<file path="src/kalman_angle_bias_filter_unit_macros.svh">
// ---------------------------------------------------------------------------
// Assertion macros for the angle/bias filter unit
// Checks sample on clk and are disabled while rst_n is low.
// ---------------------------------------------------------------------------
`ifndef KALMAN_ANGLE_BIAS_FILTER_UNIT_MACROS_SVH
`define KALMAN_ANGLE_BIAS_FILTER_UNIT_MACROS_SVH

// antecedent implies consequent in the same cycle
`define KABF_ASSERT_IMP(lbl, ante, cons, msg) \
  lbl: assert property (@(posedge clk) disable iff (!rst_n) (ante) |-> (cons)) \
    else $error(msg);

// antecedent implies consequent in the next cycle
`define KABF_ASSERT_NXT(lbl, ante, cons, msg) \
  lbl: assert property (@(posedge clk) disable iff (!rst_n) (ante) |=> (cons)) \
    else $error(msg);

`endif

</file>
<file path="src/kabf_pkg.sv">
// ---------------------------------------------------------------------------
// kabf_pkg
// Types, op codes and saturating fixed-point helpers for the filter unit.
// ---------------------------------------------------------------------------
`default_nettype none
package kabf_pkg;

  localparam int DW = 32;
  localparam int FB = 16;
  localparam int CW = 17;
  localparam int QW = DW + FB;

  localparam logic [1:0] REG_Q_ANGLE    = 2'd0;
  localparam logic [1:0] REG_Q_BIAS     = 2'd1;
  localparam logic [1:0] REG_MEAS_NOISE = 2'd2;

  localparam logic [CW-1:0] Q_ANGLE_RST    = CW'(66);
  localparam logic [CW-1:0] Q_BIAS_RST     = CW'(197);
  localparam logic [CW-1:0] MEAS_NOISE_RST = CW'(1966);

  typedef enum logic [4:0] {
    OP_RATE, OP_M_T_DT, OP_ANG1, OP_M_DT_C11, OP_T1, OP_T2, OP_T3, OP_M_DT_T,
    OP_C00, OP_M_QB_DT, OP_C11, OP_S, OP_DIV, OP_M_K0_Y, OP_ANG2, OP_M_K1_Y,
    OP_BIAS, OP_M_K0_C00, OP_N00, OP_M_K0_C01, OP_N01, OP_M_K1_C00, OP_N10,
    OP_M_K1_C01, OP_N11, OP_NOP
  } op_t;

  localparam logic [4:0] PROG_LAST = 5'(OP_N11);

  typedef struct packed {
    op_t  op;
    logic load_in;
    logic load_out;
  } cmd_t;

  typedef struct packed {
    logic div_busy;
    logic div_done;
  } sts_t;

  typedef struct packed {
    logic [CW-1:0] q_angle;
    logic [CW-1:0] q_bias;
    logic [CW-1:0] meas_noise;
  } cfg_t;

  function automatic logic [DW-1:0] mag(input logic signed [DW-1:0] a);
    mag = a[DW-1] ? DW'(-a) : DW'(a);
  endfunction

  // clamp a magnitude to the signed range and apply the sign
  function automatic logic signed [DW-1:0] sat_mag(input logic [QW:0] m, input logic neg);
    logic [QW:0]   lim;
    logic [QW:0]   mm;
    logic [DW-1:0] r;
    lim = neg ? ((QW+1)'(1) << (DW-1)) : (((QW+1)'(1) << (DW-1)) - (QW+1)'(1));
    mm  = (m > lim) ? lim : m;
    r   = mm[DW-1:0];
    sat_mag = neg ? $signed(-r) : $signed(r);
  endfunction

  function automatic logic signed [DW-1:0] clamp(input logic signed [DW:0] s);
    if (s[DW] != s[DW-1]) begin
      clamp = s[DW] ? {1'b1, {(DW-1){1'b0}}} : {1'b0, {(DW-1){1'b1}}};
    end else begin
      clamp = s[DW-1:0];
    end
  endfunction

  function automatic logic signed [DW-1:0] sadd(input logic signed [DW-1:0] a,
                                                input logic signed [DW-1:0] b);
    sadd = clamp({a[DW-1], a} + {b[DW-1], b});
  endfunction

  function automatic logic signed [DW-1:0] ssub(input logic signed [DW-1:0] a,
                                                input logic signed [DW-1:0] b);
    ssub = clamp({a[DW-1], a} - {b[DW-1], b});
  endfunction

endpackage
`default_nettype wire

</file>
<file path="src/kabf_ctrl.sv">
// ---------------------------------------------------------------------------
// kabf_ctrl
// Sequencer: steps the op program, waits on the divider, hands off results.
// ---------------------------------------------------------------------------
`default_nettype none
module kabf_ctrl import kabf_pkg::*; (
  input  wire logic clk,
  input  wire logic rst_n,
  input  wire logic in_valid,
  output logic      in_stall,
  output logic      out_valid,
  input  wire logic out_stall,
  input  wire sts_t sts,
  output cmd_t      cmd
);

  typedef enum logic [1:0] {ST_IDLE, ST_RUN, ST_DIV, ST_FIN} state_t;

  state_t     state_r, state_nxt;
  logic [4:0] pc_r, pc_nxt;
  logic       ov_r, ov_nxt;
  logic       free;

  assign free = !ov_r || !out_stall;

  always_comb begin
    state_nxt    = state_r;
    pc_nxt       = pc_r;
    ov_nxt       = ov_r && out_stall;
    cmd.op       = OP_NOP;
    cmd.load_in  = 1'b0;
    cmd.load_out = 1'b0;
    case (state_r)
      ST_IDLE: begin
        if (in_valid) begin
          cmd.load_in = 1'b1;
          pc_nxt      = '0;
          state_nxt   = ST_RUN;
        end
      end
      ST_RUN: begin
        cmd.op = op_t'(pc_r);
        pc_nxt = pc_r + 5'd1;
        if (op_t'(pc_r) == OP_DIV) begin
          state_nxt = ST_DIV;
        end else if (pc_r == PROG_LAST) begin
          state_nxt = ST_FIN;
        end
      end
      ST_DIV: begin
        if (sts.div_done) begin
          state_nxt = ST_RUN;
        end
      end
      ST_FIN: begin
        if (free) begin
          cmd.load_out = 1'b1;
          ov_nxt       = 1'b1;
          state_nxt    = ST_IDLE;
        end
      end
      default: state_nxt = ST_IDLE;
    endcase
  end

  always_ff @(posedge clk) begin
    if (!rst_n) begin
      state_r <= ST_IDLE;
      pc_r    <= '0;
      ov_r    <= 1'b0;
    end else begin
      state_r <= state_nxt;
      pc_r    <= pc_nxt;
      ov_r    <= ov_nxt;
    end
  end

  assign in_stall  = (state_r != ST_IDLE);
  assign out_valid = ov_r;

endmodule
`default_nettype wire

</file>
<file path="config.mk">
export PLATFORM = sky130hd
export DESIGN_NAME = kabf_ctrl
export DESIGN_NICKNAME = d
export VERILOG_FILES = /design/src/kalman_angle_bias_filter_unit_macros.svh /design/src/kabf_pkg.sv /design/src/kabf_ctrl.sv
export SDC_FILE = /design/constraint.sdc
export NUM_CORES = 1
export LEC_CHECK = 0
export BUFFER_PORTS_ARGS = -buffer_cell sky130_fd_sc_hd__clkbuf_2
export CAP_MARGIN = 20
export CORE_AREA = 2 2 39 41
export CTS_BUF_LIST = sky130_fd_sc_hd__clkbuf_2
export DETAILED_ROUTE_END_ITERATION = 8
export DIE_AREA = 0 0 41 43
export HOLD_SLACK_MARGIN = 0.02
export PLACE_DENSITY = 0.68
export RECOVER_POWER = 25
export SYNTH_ARGS = -nofsm -noshare
export SYNTH_HDL_FRONTEND = slang
export SYNTH_SLANG_ARGS = --single-unit
</file>
<file path="constraint.sdc">
create_clock -name clk -period 1.5 [get_ports clk]
set_clock_uncertainty 0.05 [all_clocks]
set_input_delay 0.3 -clock clk [delete_from_list [all_inputs] [get_ports clk]]
set_output_delay 0.3 -clock clk [all_outputs]
set_load 0.01 [all_outputs]
</file>
## Word level (Yosys, flattened, before mapping)

Index checks and enable logic that the tools add are counted.

| storage, ports and cells | value |
|---|---|
| output and inout bits | 9 |
| word-level logic and storage cells | 37 |
| memory bits (writable) | 0 |
| memories | 0 |
| ROM bits | 0 |
| latch bits | 0 |
| input bits | 6 |
| bits in registers | 8 |

| cells by class | value |
|---|---|
| $add $sub $neg | 1 |
| multiply operators | 0 |
| equal/unequal tests | 9 |
| reductions and logical operators | 9 |
| bitwise gates (word level) | 0 |
| divide/modulo/power cells | 0 |
| magnitude comparators | 0 |
| multiplexer cells | 15 |
| shift operators | 0 |

Operator list:

| kind | number |
|---|---|
| $mux 2 | 5 |
| $mux 5 | 2 |
| $pmux 5 s2 | 1 |
| $pmux 2 s4 | 1 |
| $mux 1 | 6 |
| $ne 2x2->1 const B | 3 |
| $add 5x1->5 const B | 1 |
| $eq 5x4->1 const B | 1 |
| $eq 5x5->1 const B | 1 |
| $eq 2x2->1 const B | 2 |
| $reduce_and 4->1 | 1 |
| $reduce_bool 2->1 | 2 |
| $ne 3x3->1 const B | 1 |
| $eq 2x1->1 const B | 1 |
| $logic_not 1->1 | 2 |
| $logic_not 2->1 | 1 |
| $reduce_and 2->1 | 1 |
| $logic_and 1x1->1 | 1 |
| $logic_or 1x1->1 | 1 |

## Longest topological paths before layout

| logic depth | value |
|---|---|
| depth in word-level cells | 4 |
| depth in mapped cells | 5 |
| gate-level depth less buffers | 4 |

## Least setup slack after synthesis

No wires, ideal clock.

| timing path | value |
|---|---|
| path type | register to output |
| from | reg state_r[1] |
| to | out cmd[1] (netlist bit) |
| buffers on the path | 1 |
| data arrival time | 0.900 ns |
| data required time | 1.150 ns |
| cell stages (with the launch flop) | 4 |
| slack | 0.250 ns |
| cells stage by stage | dfxtp_1 -> buf_6 -> or3b_4 -> inv_1 |

RTL lines:

| item | line | source |
|---|---|---|
| from (decl) | kabf_ctrl.sv:19 | `state_t state_r, state_nxt;` |
| from (signal assigned) | kabf_ctrl.sv:72 | `state_r <= state_nxt;` |
| to (decl) | kabf_ctrl.sv:14 | `output cmd_t cmd` |

==> summary.md <==
| Metric | Value |
|---|---|
| Drt first pass iters | 2 |
| DRT iter0 DRCs | 3 |
| Setup_tns | -0.117 ns |
| Num Clock Sinks | 8 |
| Synth Area per Inst | 8.47 sq um |
| Layout net count | 89 |
| Synth top area cells | dfxtp_1 (32%), nand2_1 (6.7%), mux2i_1 (5.9%), ha_1 (4.9%), nand4_1 (4.9%) |
| Fin cells | 95 |
| Vias/cell | 5.15 |
| Layout overhead on the synthesized area | 33.5% |
| Cell Area, Synth | 508 sq um |
| Leakage | 0.308 nW |
| Maxcap violations | 0 |
| First-pass GRT wire length | 1.91 mm |
| Die outline area | 1760 sq um |
| Critical Path End Type | primary output |
| Synth Warn # | 0 |
| Setup slack after layout | -0.0305 ns |
| Drt wl/cell | 11.5 microns |
| Post-Place Cells | 88 |
| FMAX | 653 MHz |
| CTS root buf | clkbuf_2 |
| Share of post-route cells with drive strength above 1 | 41.8% |
| Area fraction of the dominant cell type after synthesis | 31.5% |
| Most frequent cells in the layout | clkbuf_2 (11), nand2_1 (8), dfxtp_1 (6), buf_6 (6), buf_4 (6) |
| # rows | 14 |
| Hold Crit Depth | 3 |
| Critical Path RT | 1.15 ns |
| Clk_lat worst skew | 0.24 ns |
| Startpoint Class | flip-flop |
| Initial antenna violation count | 0 |
| Min cycle time layout | 1.53 ns |
| VDD IR max | 0.432 mV |
| Outcome | finished with violations |
| Synth Register Bits | 8 |
| Kind of critical path | flip-flop to primary output |
| Antenna cell count | 0 |
| Area leader, netlist | dfxtp_1 |
| H-tree depth | 1 |
| Port buffer count | 13 |
| CTS tree | yes |
| Failing checks | setup timing |
| Crit path max fanout | 5 |
| DR DRC count | 0 |
| Cell Area, Placed | 583 sq um |
| Clock Path Buffers | 2 |
| Filler cells | 142 |
| CP arrival | 1.18 ns |
| Gr usage total | 16.2% |
| Slew @ Worst Pin | 0.295 ns |
| Post-Route Utilization | 49.0% |
| Total grt overflow | 0 |
| FF-to-FF path depth | 4 |
| WL final | 1.10 mm |
| Largest net degree at the start of global routing | 13 |
| PD cells | 721 nW/um^2 |
| Placeable Area | 1380 sq um |
| Final setup vio count | 5 |
| Slew Limit Fails | 0 |
| Relative slew slack | 80.3% |
| Netlist cell types | 29 |
| Ports | 15 |
| Synth Net Count | 68 |
| Hold/Removal Path Class | input pin to flip-flop |
| Post-route ant nets | 0 |
| Mapped Cells | 60 |
| Commonest non-fill, non-tap cell in the layout | clkbuf_2 |
| Tcrit/Tclk final | 102% |
| Final instance area | 678 sq um |
| Die extent in y | 43 microns |
| Sequential area share after synthesis | 31.5% |
| Detailed placement HPWL | 759 microns |
| GPL Wtd Cong | 0.790 |
| Vias in the first global route | 443 |
| Worst-path clk slew | 0.08 ns |
| RSZ-0062 raised after global routing | yes |
| Via count | 489 |
| Starting density of the core | 36.7% |
| Die W | 41 microns |
| Inserted Clock Buffers | 3 |
| Fin. Hold Viols | 0 |
| Cts-stage hold buffer count | 0 |
==> registers in the layout, summed over array words and instances, names as in the netlist <==
name	cells
pc_r	5
state_r	2
out_valid	1
==> cell type report <==
| type | instances | area (sq um) | area share [%] |
|---|---|---|---|
| Clock buffer | 3 | 15.0 | 2.21 |
| Inverter | 3 | 11.3 | 1.66 |
| Multi-Input combinational cell | 44 | 309 | 45.6 |
| Sequential cell | 8 | 165 | 24.4 |
| Tap cell | 16 | 20.0 | 2.95 |
| Timing Repair Buffer | 21 | 158 | 23.2 |
==> power by group <==
part	internal, mW	leakage [nW]	switching (mW)
sequential	0.218	0.0660	0.00739
combinational	0.0704	0.229	0.0580
clock	0.0545	0.0125	0.0807
total	0.343	0.308	0.146
==> final timing paths <==
check | start | endpoint | slack (ns)
setup / recovery | state_r[0] | cmd[6] | -0.03
hold / removal | out_stall | out_valid | 0.29
setup reg to reg | pc_r[1] | pc_r[2] | 0.26
hold reg to reg | pc_r[0] | pc_r[0] | 0.47
==> cells in the mapped netlist (all sizes together) <==
cell type and number:
nand2 9, nand2b 2, nor2b 2, nor2 2, or3b 1, a41o 1
nand3 2, dfxtp 8, or2 1, a31oi 1, or2b 2, ha 2
o21bai 1, buf 5, nand4 4, nor3b 1, a21oi 1, a22oi 1
and2 2, o32a 1, xnor2 1, mux2i 3, a21boi 3, inv 3
o22ai 1
==> worst max-delay path: stages, from the launching register on <==
cell	delay (ns)
dfxtp_2	0.36
nor2b_4	0.20
or2b_1	0.25
clkbuf_2	0.13
==> timing repair <==
| action | in CTS | in global routing |
|---|---|---|
| buffers inserted | 4 | 0 |
| resized for setup | 7 | 12 |
| pin swaps | 1 | 1 |
| endpoints found under the hold margin | 0 | 0 |
| setup endpoints to repair | 8 | 7 |
==> through the flow <==
stage | hold WS, ns | setup slack (ns) | total power [mW]
floorplan | 0.402 | 0.250 | 0.299
global placement | 0.441 | 0.173 | 0.330
detailed placement | 0.462 | 0.165 | 0.332
CTS | 0.276 | -0.0291 | 0.478
global route | 0.328 | -0.0787 | 0.514
finish | 0.285 | -0.0305 | 0.489
==> kinds of logic (layout without fill, tap and decap cells) <==
group | after synthesis | in the layout | share of synthesized area, %
multiplexers | 3 | 3 | 5.91
AO/OA/AOI/OAI | 10 | 10 | 15.0
buffers and inverters | 8 | 27 | 10.1
adder cells (fa/ha/maj) | 2 | 2 | 4.93
flip-flops | 8 | 8 | 31.5
XOR/XNOR | 1 | 1 | 1.72
AND/OR/NAND/NOR | 28 | 28 | 30.8
==> per-layer routing <==
layer  track usage, %  part of all wire, %
met4             8.00                  1.8
met3             4.71                  5.7
met5                0                    0
met2             23.8                   47
met1             20.8                   45
Power figures use the tool's default switching activity.
